`config.mk`:
```
export PLATFORM = sky130hd
export DESIGN_NAME = sait_interval_flat
export DESIGN_NICKNAME = d
export VERILOG_FILES = /design/src/rtl/sait_pkg.sv /design/src/rtl/sait_if.sv /design/src/rtl/sait_interval.sv /design/src/flat_wrapper.sv
export SDC_FILE = /design/constraint.sdc
export NUM_CORES = 1
export LEC_CHECK = 0
export BUFFER_PORTS_ARGS = -buffer_cell sky130_fd_sc_hd__buf_2
export CAP_MARGIN = 5
export CORE_MARGIN = 3
export CORE_UTILIZATION = 45
export CTS_CLUSTER_DIAMETER = 60
export DETAILED_ROUTE_END_ITERATION = 16
export PLACE_DENSITY = 0.62
export SLEW_MARGIN = 20
export SYNTH_ARGS = -nofsm -noshare
export SYNTH_HDL_FRONTEND = slang
export SYNTH_SLANG_ARGS = --single-unit
```
`constraint.sdc`:
```
create_clock -name clk -period 4.5 [get_ports clk]
set_clock_uncertainty 0.1 [all_clocks]
set_input_delay 0.225 -clock clk [delete_from_list [all_inputs] [get_ports clk]]
set_output_delay 0.225 -clock clk [all_outputs]
set_load 0.02 [all_outputs]
```
`src/rtl/sait_pkg.sv`:
```
// Package for the separating-axis interval test block.
// Holds the item kind codes, the control struct passed between stages and width helpers.
// No dependencies.
package sait_pkg;

    localparam int DEFAULT_COORD_WIDTH = 24;
    localparam int KIND_W              = 3;
    localparam int MAX_PROJ_W          = 64;

    // Item kind codes; codes 5 to 7 carry no meaning and are ignored.
    typedef enum logic [KIND_W-1:0] {
        KIND_AXIS     = 3'd0,
        KIND_CENTRE_A = 3'd1,
        KIND_CENTRE_B = 3'd2,
        KIND_VERTEX_A = 3'd3,
        KIND_VERTEX_B = 3'd4
    } item_kind_t;

    // Control bits that travel with a vector through the pipeline.
    typedef struct packed {
        logic [KIND_W-1:0] kind;
        logic              last;
    } sait_ctl_t;

    // Width of a projection: an exact dot product of three components,
    // wrapped to 64 bits when it would be wider.
    function automatic int proj_width(int coord_width);
        int w;
        w = 2 * coord_width + 2;
        return (w > MAX_PROJ_W) ? MAX_PROJ_W : w;
    endfunction

endpackage

```
`src/rtl/sait_if.sv`:
```


interface sait_out_if;
    logic valid;
    logic ready;
    logic separated;
    logic empty_set_flag;

    modport source (
        output valid, separated, empty_set_flag,
        input  ready
    );
    modport sink (
        input  valid, separated, empty_set_flag,
        output ready
    );
endinterface

```
`src/rtl/sait_interval.sv`:
```
// Interval tracker: centre projections, running min and max of both vertex sets,
// pending result stage and result register. Depends on sait_pkg and sait_out_if.
module sait_interval #(
    parameter int COORD_WIDTH = sait_pkg::DEFAULT_COORD_WIDTH
) (
    input  logic                 clk,
    input  logic                 rst_n,
    input  logic                 proj_valid,
    output logic                 proj_ready,
    input  sait_pkg::sait_ctl_t  proj_ctl,
    input  logic signed [sait_pkg::proj_width(COORD_WIDTH)-1:0] proj,
    sait_out_if.source           results
);

    localparam int PROJ_W = sait_pkg::proj_width(COORD_WIDTH);

    logic signed [PROJ_W-1:0] centre_a_reg;
    logic signed [PROJ_W-1:0] centre_b_reg;
    logic signed [PROJ_W-1:0] a_min_reg;
    logic signed [PROJ_W-1:0] a_max_reg;
    logic signed [PROJ_W-1:0] b_min_reg;
    logic signed [PROJ_W-1:0] b_max_reg;
    logic                     seen_a_reg;
    logic                     seen_b_reg;

    logic signed [PROJ_W-1:0] centre_a_next;
    logic signed [PROJ_W-1:0] centre_b_next;
    logic signed [PROJ_W-1:0] a_min_next;
    logic signed [PROJ_W-1:0] a_max_next;
    logic signed [PROJ_W-1:0] b_min_next;
    logic signed [PROJ_W-1:0] b_max_next;
    logic                     seen_a_next;
    logic                     seen_b_next;
    logic                     seen_a_upd;
    logic                     seen_b_upd;

    logic pend_valid_reg;
    logic pend_empty_reg;
    logic out_valid_reg;
    logic separated_reg;
    logic empty_reg;

    logic out_free;
    logic pend_ready;
    logic move;
    logic close_test;
    logic separated_next;

    assign out_free   = !out_valid_reg || results.ready;
    assign pend_ready = !pend_valid_reg || out_free;
    assign proj_ready = pend_ready;
    assign move       = proj_valid && pend_ready;
    assign close_test = move && proj_ctl.last;

    always_comb
    begin
        centre_a_next = centre_a_reg;
        centre_b_next = centre_b_reg;
        a_min_next    = a_min_reg;
        a_max_next    = a_max_reg;
        b_min_next    = b_min_reg;
        b_max_next    = b_max_reg;
        seen_a_upd    = seen_a_reg;
        seen_b_upd    = seen_b_reg;
        if (move)
        begin
            unique case (proj_ctl.kind)
                sait_pkg::KIND_CENTRE_A:
                begin
                    centre_a_next = proj;
                end
                sait_pkg::KIND_CENTRE_B:
                begin
                    centre_b_next = proj;
                end
                sait_pkg::KIND_VERTEX_A:
                begin
                    seen_a_upd = 1'b1;
                    if (!seen_a_reg || proj < a_min_reg)
                    begin
                        a_min_next = proj;
                    end
                    if (!seen_a_reg || proj > a_max_reg)
                    begin
                        a_max_next = proj;
                    end
                end
                sait_pkg::KIND_VERTEX_B:
                begin
                    seen_b_upd = 1'b1;
                    if (!seen_b_reg || proj < b_min_reg)
                    begin
                        b_min_next = proj;
                    end
                    if (!seen_b_reg || proj > b_max_reg)
                    begin
                        b_max_next = proj;
                    end
                end
                default:
                begin
                    // The axis is held upstream; undefined kinds are dropped.
                end
            endcase
        end
        seen_a_next = seen_a_upd && !close_test;
        seen_b_next = seen_b_upd && !close_test;
    end

    // The pending result reads the stored intervals, which stay frozen until it
    // has moved into the result register.
    always_comb
    begin
        if (centre_a_reg < centre_b_reg)
        begin
            separated_next = !pend_empty_reg && (a_max_reg < b_min_reg);
        end
        else
        begin
            separated_next = !pend_empty_reg && (a_min_reg > b_max_reg);
        end
    end

    always_ff @(posedge clk or negedge rst_n)
    begin
        if (!rst_n)
        begin
            centre_a_reg   <= '0;
            centre_b_reg   <= '0;
            a_min_reg      <= '0;
            a_max_reg      <= '0;
            b_min_reg      <= '0;
            b_max_reg      <= '0;
            seen_a_reg     <= 1'b0;
            seen_b_reg     <= 1'b0;
            pend_valid_reg <= 1'b0;
            out_valid_reg  <= 1'b0;
        end
        else
        begin
            centre_a_reg <= centre_a_next;
            centre_b_reg <= centre_b_next;
            a_min_reg    <= a_min_next;
            a_max_reg    <= a_max_next;
            b_min_reg    <= b_min_next;
            b_max_reg    <= b_max_next;
            seen_a_reg   <= seen_a_next;
            seen_b_reg   <= seen_b_next;
            if (pend_ready)
            begin
                pend_valid_reg <= close_test;
            end
            if (out_free)
            begin
                out_valid_reg <= pend_valid_reg;
            end
        end
    end

    always_ff @(posedge clk)
    begin
        if (pend_ready)
        begin
            pend_empty_reg <= !(seen_a_upd && seen_b_upd);
        end
        if (out_free)
        begin
            separated_reg <= separated_next;
            empty_reg     <= pend_empty_reg;
        end
    end

    assign results.valid          = out_valid_reg;
    assign results.separated      = separated_reg;
    assign results.empty_set_flag = empty_reg;

endmodule

```
`src/flat_wrapper.sv`:
```
// flat-port wrapper written by rule: the top's interface ports become plain ports
module sait_interval_flat 
#(
    parameter int COORD_WIDTH = sait_pkg::DEFAULT_COORD_WIDTH
)
  (clk, rst_n, proj_valid, proj_ready, proj_ctl, proj, results_valid, results_separated, results_empty_set_flag, results_ready);
  sait_out_if results_i ();
  input  logic clk;
  input  logic rst_n;
  input  logic proj_valid;
  output logic proj_ready;
  input  sait_pkg::sait_ctl_t proj_ctl;
  input  logic signed [sait_pkg::proj_width(COORD_WIDTH)-1:0] proj;
  output wire logic [$bits(results_i.valid)-1:0] results_valid;
  output wire logic [$bits(results_i.separated)-1:0] results_separated;
  output wire logic [$bits(results_i.empty_set_flag)-1:0] results_empty_set_flag;
  input wire logic [$bits(results_i.ready)-1:0] results_ready;
  assign results_valid = results_i.valid;
  assign results_separated = results_i.separated;
  assign results_empty_set_flag = results_i.empty_set_flag;
  assign results_i.ready = results_ready;
  sait_interval #(.COORD_WIDTH(COORD_WIDTH)) u_core (.clk(clk), .rst_n(rst_n), .proj_valid(proj_valid), .proj_ready(proj_ready), .proj_ctl(proj_ctl), .proj(proj), .results(results_i));
endmodule
```
==> results.toml, run 1 <==
[sta]
setup_viol = 0
max-slew-margin-rel_pct = 32.0
tightest_slew_ps = 1010
rsz0062_at_grt = "false"
fin_ws_ps = 544
layout_worst_path_cycle_share_pct = 87.9
period_minus_slack_ps = 3960
slew_viol_final = 0
clock.fmax_mhz = 253
hold_viol_final = 0
setup_tns_ps = 0

[worst_hold_path]
hold_end = "u_core.b_min_reg[21]"
hold_path.class = "in2reg"
min_delay_path_depth = 2
holdCritStartpoint = "proj[21]"

[synth]
synth_common_cells = "346 x ha_1, 304 x dfrtp_1, 255 x inv_1"
synth_ff_type = "dfrtp_1"
synth_most_common_cell = "ha_1"
synth_edf_count = 3
async_flop_share_pct = 99.0
syn-num-nets = 2173
yosysWarnings = 0
seq_area_frac_synth_pct = 38.5
synth_top_area_cell = "dfrtp_1"
avgSynthCellArea_um2 = 11.3
synth_seq_cells = 307
yosysUniqueCellTypes = 63
yosys-top-cells-area = "dfrtp_1 38%, ha_1 22%, mux2_2 11%"
synthDominantCellAreaShare_pct = 38.0
syn-cell-area_mm2 = 0.0200
synthCells = 1769

[global_route]
antenna_found_initial = 3
grt-ovfl-total = 0
grt_pass1_wl_um = 79200
grt_max_degree = 120
track_usage_pct = 21.1
grt_pass1_vias = 14600

[route]
ant_nets = 0
drc_errors = 0
wl_per_cell_um = 19.1
firstDrtPassIters = 5
drtIter0Drc = 631
vias = 13900
drt_wl_total_um = 48200
viasPerCell = 5.49

[status]
outcome = "finished, final reports clean"

[clocking]
clk_path_buf_depth = 3
post_cts_resized = 0
htreeDepth = 2
clockRootBuffer = "clkbuf_16"
cts_made_buffers = 40
cts_tree = "built"
clk_latency_ps = 560
clkTransAtPathRegs_ps = 60
clkSinkCount = 307

[finish]
area_growth_pct = 14.4
layout-drive-gt1-share_pct = 20.5
final_nets = 2311

[setup_path]
r2r_end = "u_core.a_max_reg[7]"
reg2reg_slack_ps = 580
reg2reg_depth = 11
r2r_start = "u_core.a_max_reg[35]"
critPathRequiredTime_ps = 4830
endpoint_kind = "flop"
startpoint_type = "input pin"
arrival_ps = 4280
critPathKind = "in2reg"
setup.worst_path.start = "proj[7]"
cp_max_fo = 36

[placed_design]
port_buffers = 61
dp_hpwl_um = 35200
gp_congestion = 0.845
dp_slack_ps = 575

[power]
ir_worst_vdd_uv = 316
p_per_area_mw_per_mm2 = 626
power_leakage_nw = 11.7

[floorplan]
die-area_mm2 = 0.0471
die_x_um = 217
row_count = 76
initial_core_util_pct = 46.0
ios = 62
die_h_um = 217
coreArea_mm2 = 0.0436

[flow_run]
drv_cap = 0
[placed cells by master, fill, tap and decap left out, types with 9 or more instances in the layout]
cell	netlist	routed
ha_1	346	346
dfrtp_1	304	304
buf_2	6	60
a211oi_1	14	14
nand2_1	51	51
o21ai_0	39	39
a21oi_1	102	102
a21o_1	96	96
clkbuf_16	0	41
dlygate4sd3_1	0	52
nor2_1	26	26
nand4_1	62	62
mux2_2	196	196
and4_1	12	12
mux2_4	50	50
inv_1	255	255
nor3_1	9	9
a221oi_1	10	10
buf_4	10	9
mux2_1	51	51
nand2b_1	9	9
nor4_1	10	10
nand3_1	13	13
[cells by family (layout without fill, tap and decap cells)]
| group | Yosys count | count (layout) | synth area share [%] |
|---|---|---|---|
| AND/OR/NAND/NOR | 220 | 220 | 6.13 |
| multiplexers | 302 | 302 | 17.9 |
| other | 0 | 1 | 0 |
| buffers and inverters | 286 | 456 | 5.78 |
| AO/OA/AOI/OAI | 308 | 308 | 10.1 |
| adder cells (fa/ha/maj) | 346 | 346 | 21.6 |
| flip-flops | 307 | 307 | 38.5 |
[where the power goes]
| part | internal, mW | leakage, nW | switching (mW) |
|---|---|---|---|
| combinational | 3.17 | 7.39 | 3.33 |
| clock | 1.90 | 0.650 | 1.29 |
| sequential | 3.89 | 3.66 | 0.751 |
| total | 8.96 | 11.7 | 5.37 |
[worst max-delay path by stage]
stage,endpoint,slack (ps)
after detailed placement,u_core.b_min_reg[2],580
after CTS,u_core.a_max_reg[7],580
final,u_core.b_min_reg[19],540
after floorplan,u_core.b_max_reg[0],1730
after global routing,u_core.b_min_reg[23],330
after global placement,u_core.a_max_reg[7],550
[stage by stage]
stage	area [um^2]	cells	hold WS (ps)	util [%]	total power, mW
final	22900	2525	9.30	52.6	14.3
after global routing	22900	2524	22.5	52.6	15.7
after CTS	22900	2524	3.99	52.6	14.5
after detailed placement	21100	2398	192	48.3	11.1
after global placement	21100	2398	182	48.3	10.9
after floorplan	20000	1769	-171	-	9.24
[critical path: stages]
cell	delay, ps
dlygate4sd3_1	560
buf_2	200
ha_1	320
o21a_1	120
o21ai_0	70
nand2b_1	80
a21oi_1	80
o41ai_1	500
a21oi_1	250
a211oi_4	810
buf_4	640
mux2_1	380
[what timing repair did]
action,in CTS,in global routing
hold endpoints to repair,276,0
hold buffers,52,0
endpoints found under the setup margin,0,0
setup buffers,0,0
[area by class of cell]
type                            count  area (um^2)
Sequential cell                   307         7700
Tap cell                          585          732
Inverter                          255          957
Antenna cell                        1         2.50
Fill cell                        3945        20700
Multi-Input combinational cell   1176        11200
Clock inverter                     22          194
Clock buffer                       52         1130
Timing Repair Buffer              127         1000
[routing by layer]
layer	track usage [%]	up-vias	routed length, um
li1	-	6683	-
met1	28.3	6870	22400
met2	34.9	213	22200
met3	3.09	88	1820
met4	8.02	2	1770
met5	0	-	13
Power figures use the tool's default switching activity.
==> inputs of run 2 (changes only) <==
--- a/config.mk
+++ b/config.mk
@@ -8,10 +8,10 @@
 export BUFFER_PORTS_ARGS = -buffer_cell sky130_fd_sc_hd__buf_2
 export CAP_MARGIN = 5
 export CORE_MARGIN = 3
-export CORE_UTILIZATION = 45
+export CORE_UTILIZATION = 50
 export CTS_CLUSTER_DIAMETER = 60
 export DETAILED_ROUTE_END_ITERATION = 16
-export PLACE_DENSITY = 0.62
+export PLACE_DENSITY = 0.67
 export SLEW_MARGIN = 20
 export SYNTH_ARGS = -nofsm -noshare
 export SYNTH_HDL_FRONTEND = slang
==> run 2 against run 1 <==
Critical path depth did not move. Routed wire length decreased by 3.0%. Flip-flop and latch count stayed put. Critical path type unchanged. Core utilization is 5.1 points higher.
==> results.toml, run 2 (synthesized netlist as in run 1, its figures left out) <==
[status]
outcome = "finished, final reports clean"

[route]
wl_per_cell_um = 19.3
ant_nets = 0
firstDrtPassIters = 5
drc_errors = 0
drt_wl_total_um = 46800
vias = 13700
drtIter0Drc = 617
viasPerCell = 5.64

[floorplan]
ios = 62
row_count = 72
die_x_um = 206
die-area_mm2 = 0.0425
initial_core_util_pct = 51.2
coreArea_mm2 = 0.0391
die_h_um = 206

[flow_run]
drv_cap = 0

[sta]
period_minus_slack_ps = 3780
clock.fmax_mhz = 264
rsz0062_at_grt = "false"
slew_viol_final = 0
hold_viol_final = 0
tightest_slew_ps = 881
max-slew-margin-rel_pct = 41.3
holdWs_ps = 22.0
fin_ws_ps = 717
setup_tns_ps = 0
setup_viol = 0
layout_worst_path_cycle_share_pct = 84.1

[finish]
diodes = 0
fin_util_pct = 57.7
layout-drive-gt1-share_pct = 20.3
stdcell_area_mm2 = 0.0226
final_cell_mix = "346 x ha_1, 304 x dfrtp_1, 255 x inv_1, 196 x mux2_2, 102 x a21oi_1"
final_nets = 2290
area_growth_pct = 12.7
final_common_cell = "ha_1"
fin_cells = 2430

[clocking]
clk_latency_ps = 550
clkSinkCount = 307
post_cts_resized = 0
cts_tree = "built"
clk_path_buf_depth = 3
clockRootBuffer = "clkbuf_16"
htreeDepth = 2
cts_made_buffers = 37
clkTransAtPathRegs_ps = 50
cts_setup_buffers = 0

[setup_path]
reg2reg_depth = 11
cp_max_fo = 33
arrival_ps = 4110
startpoint_type = "input pin"
endpoint_kind = "flop"
reg2reg_slack_ps = 720
r2r_end = "u_core.a_max_reg[15]"
critPathKind = "in2reg"
r2r_start = "u_core.a_max_reg[8]"
critPathRequiredTime_ps = 4830

[power]
p_per_area_mw_per_mm2 = 629
power_leakage_nw = 11.6
totalPowerFinal_mw = 14.2
ir_worst_vdd_uv = 304

[global_route]
grt-ovfl-total = 0
grt_pass1_vias = 14500
track_usage_pct = 22.9
grt_pass1_wl_um = 76700
grt_max_degree = 100
antenna_found_initial = 0

[placed_design]
placed_cell_area_mm2 = 0.0210
dp_hpwl_um = 33800
gp_congestion = 0.873
dp_slack_ps = 808
port_buffers = 61
dpl.cell_count = 2332

[worst_hold_path]
min_delay_path_depth = 2
holdCritStartpoint = "proj[24]"
hold_end = "u_core.b_min_reg[24]"
hold_path.class = "in2reg"
-- run 2: final cells by class --
| type | count | area (um^2) |
|---|---|---|
| Fill cell | 3328 | 16500 |
| Multi-Input combinational cell | 1176 | 11200 |
| Sequential cell | 307 | 7700 |
| Clock buffer | 50 | 1050 |
| Inverter | 255 | 957 |
| Timing Repair Buffer | 109 | 808 |
| Tap cell | 518 | 648 |
| Clock inverter | 15 | 210 |
-- run 2: repair_timing --
item | CTS | global route
hold buffers | 33 | 0
hold endpoints to repair | 208 | 0
endpoints found under the setup margin | 0 | 0
-- run 2: how the worst max path moves through the flow --
stage,startpoint,slack [ps],endpoint
floorplan,u_core.b_max_reg[15],1730,u_core.b_max_reg[0]
global placement,proj[9],880,u_core.a_max_reg[6]
detailed placement,proj[8],810,u_core.a_max_reg[2]
CTS,u_core.a_max_reg[8],800,u_core.a_max_reg[2]
global route,proj[9],530,u_core.a_max_reg[15]
finish,proj[9],720,u_core.a_max_reg[15]
-- run 2: layer usage --
metal	GRT usage (%)	vias to the layer above	wire length, um
met5	0	-	0
met1	30.1	6817	21400
li1	-	6618	-
met2	38.2	192	22100
met3	3.20	90	1440
met4	9.09	0	1840
-- run 2: power by group --
group	switching, mW	internal, mW
Clock	1.19	1.92
Combinational	3.28	3.15
Sequential	0.754	3.89
-- run 2: critical path, stage by stage --
cell and delay, ps:
dlygate4sd3_1 530, buf_2 190, ha_1 320, and4_1 250, nor4bb_1 670, a221oi_1 170
o221ai_1 160, a211oi_1 140, mux2i_1 170, o21ai_4 280, buf_4 570, mux2_2 400
==> inputs of run 3 (changes only) <==
--- a/config.mk
+++ b/config.mk
@@ -11,7 +11,7 @@
 export CORE_UTILIZATION = 50
 export CTS_CLUSTER_DIAMETER = 60
 export DETAILED_ROUTE_END_ITERATION = 16
-export PLACE_DENSITY = 0.67
+export PLACE_DENSITY = 0.7
 export SLEW_MARGIN = 20
 export SYNTH_ARGS = -nofsm -noshare
 export SYNTH_HDL_FRONTEND = slang
==> constraint.sdc (replaced) <==
create_clock -name clk -period 3.3 [get_ports clk]
set_clock_uncertainty 0.1 [all_clocks]
set_input_delay 0.165 -clock clk [delete_from_list [all_inputs] [get_ports clk]]
set_output_delay 0.165 -clock clk [all_outputs]
set_load 0.02 [all_outputs]
==> run 3 against run 2 <==
Die area is the same. Sequential share of layout area fell by 0.80 points. Sequential power is 37% higher. Highest routed layer unchanged. Combinational power up 40%. Via count increased by 2.5%. Largest power group unchanged.
==> results.toml, run 3 (synthesized netlist as in run 1, its figures left out) <==
[status]
outcome = "finished, final reports clean"

[clocking]
clockRootBuffer = "clkbuf_16"
htreeDepth = 2
cts_tree = "built"
clk_path_buf_depth = 3
clk_latency_ps = 550
cts_made_buffers = 37
clkTransAtPathRegs_ps = 70
clkSinkCount = 307

[worst_hold_path]
hold_path.class = "in2reg"

[flow_run]
drv_cap = 0

[route]
ant_nets = 0
viasPerCell = 5.68
drtIter0Drc = 766
vias = 14100
wl_per_cell_um = 19.3
drc_errors = 0
firstDrtPassIters = 5
drt_wl_total_um = 47700

[finish]
final_cell_mix = "346 x ha_1, 304 x dfrtp_1, 255 x inv_1, 196 x mux2_2, 102 x a21oi_1"
stdcell_area_mm2 = 0.0231
layout-drive-gt1-share_pct = 21.7
fillers = 3171
final_common_cell = "ha_1"
area_growth_pct = 15.4
diodes = 0
final_nets = 2336

[global_route]
grt_pass1_wl_um = 78200
grt_max_degree = 80
grt-ovfl-total = 0
antenna_found_initial = 1
track_usage_pct = 23.1
grt_pass1_vias = 14700

[placed_design]
dp_hpwl_um = 35100
port_buffers = 61
gp_congestion = 0.908
placed_cell_area_mm2 = 0.0212

[floorplan]
die-area_mm2 = 0.0425
row_count = 72
die_x_um = 206
initial_core_util_pct = 51.2
die_h_um = 206
ios = 62
coreArea_mm2 = 0.0391

[setup_path]
critPathRequiredTime_ps = 3510
arrival_ps = 3440
endpoint_kind = "flop"
startpoint_type = "flop"
critPathKind = "reg2reg"
cp_max_fo = 3

[sta]
layout_worst_path_cycle_share_pct = 97.9
max-slew-margin-rel_pct = 42.4
setup_viol = 0
setup_tns_ps = 0
period_minus_slack_ps = 3230
clock.fmax_mhz = 309
hold_viol_final = 0
tightest_slew_ps = 861
rsz0062_at_grt = "false"
slew_viol_final = 0

[power]
p_per_area_mw_per_mm2 = 845
power_leakage_nw = 11.8
ir_worst_vdd_uv = 429
[run 3: final cells by class]
class / count / area, um^2 / area share (%)
inverters: 255 / 957 / 4.14
flip-flops and latches: 307 / 7700 / 33.3
multi-input cells: 1176 / 11200 / 48.7
well taps: 518 / 648 / 2.81
repair buffers: 155 / 1300 / 5.64
clock inverters: 13 / 160 / 0.693
clock buffers: 51 / 1090 / 4.72
[run 3: timing repair]
action,4_1_cts,5_1_grt
gates cloned,0,1
pin swaps,0,2
setup buffers,0,1
hold buffers,54,0
gates resized for setup,1,14
endpoints found under the setup margin,4,148
endpoints found under the hold margin,411,0
[run 3: worst max-delay path: stages (launching register included)]
cell and delay (ps):
dfrtp_1 350, inv_1 80, ha_1 370, nand4_1 170
nor4_1 440, buf_4 200, nand2_1 110, nor4_1 280
a2111o_1 270, mux2i_1 320, mux2i_1 140, buf_4 150
[run 3: final timing paths]
path / from / to / slack, ps / cells after the start
hold / removal: proj_ctl[3] / u_core.pend_empty_reg / 30 / 4
max in group asynchronous: rst_n / u_core.centre_b_reg[8] / 2050 / 3
setup reg to reg: u_core.b_min_reg[49] / u_core.results.separated / 70 / 11
setup / recovery: u_core.b_min_reg[49] / u_core.results.separated / 70 / 11
min in group asynchronous: rst_n / u_core.centre_b_reg[20] / 80 / 2
hold reg to reg: u_core.b_min_reg[18] / u_core.b_min_reg[18] / 390 / 1
[run 3: metrics by stage]
stage                     hold WS, ps  std cells  total power, mW  utilization [%]  worst slack, ps
after floorplan                  -231       1769             12.6                -              527
after global placement           74.8       2355             14.6             54.3             69.8
after detailed placement         76.1       2355             15.2             54.3             24.6
after CTS                        7.60       2473             19.5             58.9             56.2
after global routing             33.8       2475             21.2             59.1             2.10
final                            30.3       2475             19.5             59.1             68.7
[run 3: power by group]
part | switching, mW | leakage (nW) | internal [mW]
Sequential | 1.03 | 3.66 | 5.30
Combinational | 4.57 | 7.57 | 4.42
Clock | 1.63 | 0.601 | 2.55
[run 3: layer usage]
| metal | up-vias | share of wire, % | GRT usage (%) |
|---|---|---|---|
| li1 | 6729 | - | - |
| met1 | 7042 | 46 | 30.7 |
| met2 | 208 | 49 | 39.8 |
| met3 | 79 | 3.2 | 2.77 |
| met4 | 0 | 2.5 | 6.96 |
| met5 | - | 0 | 0 |
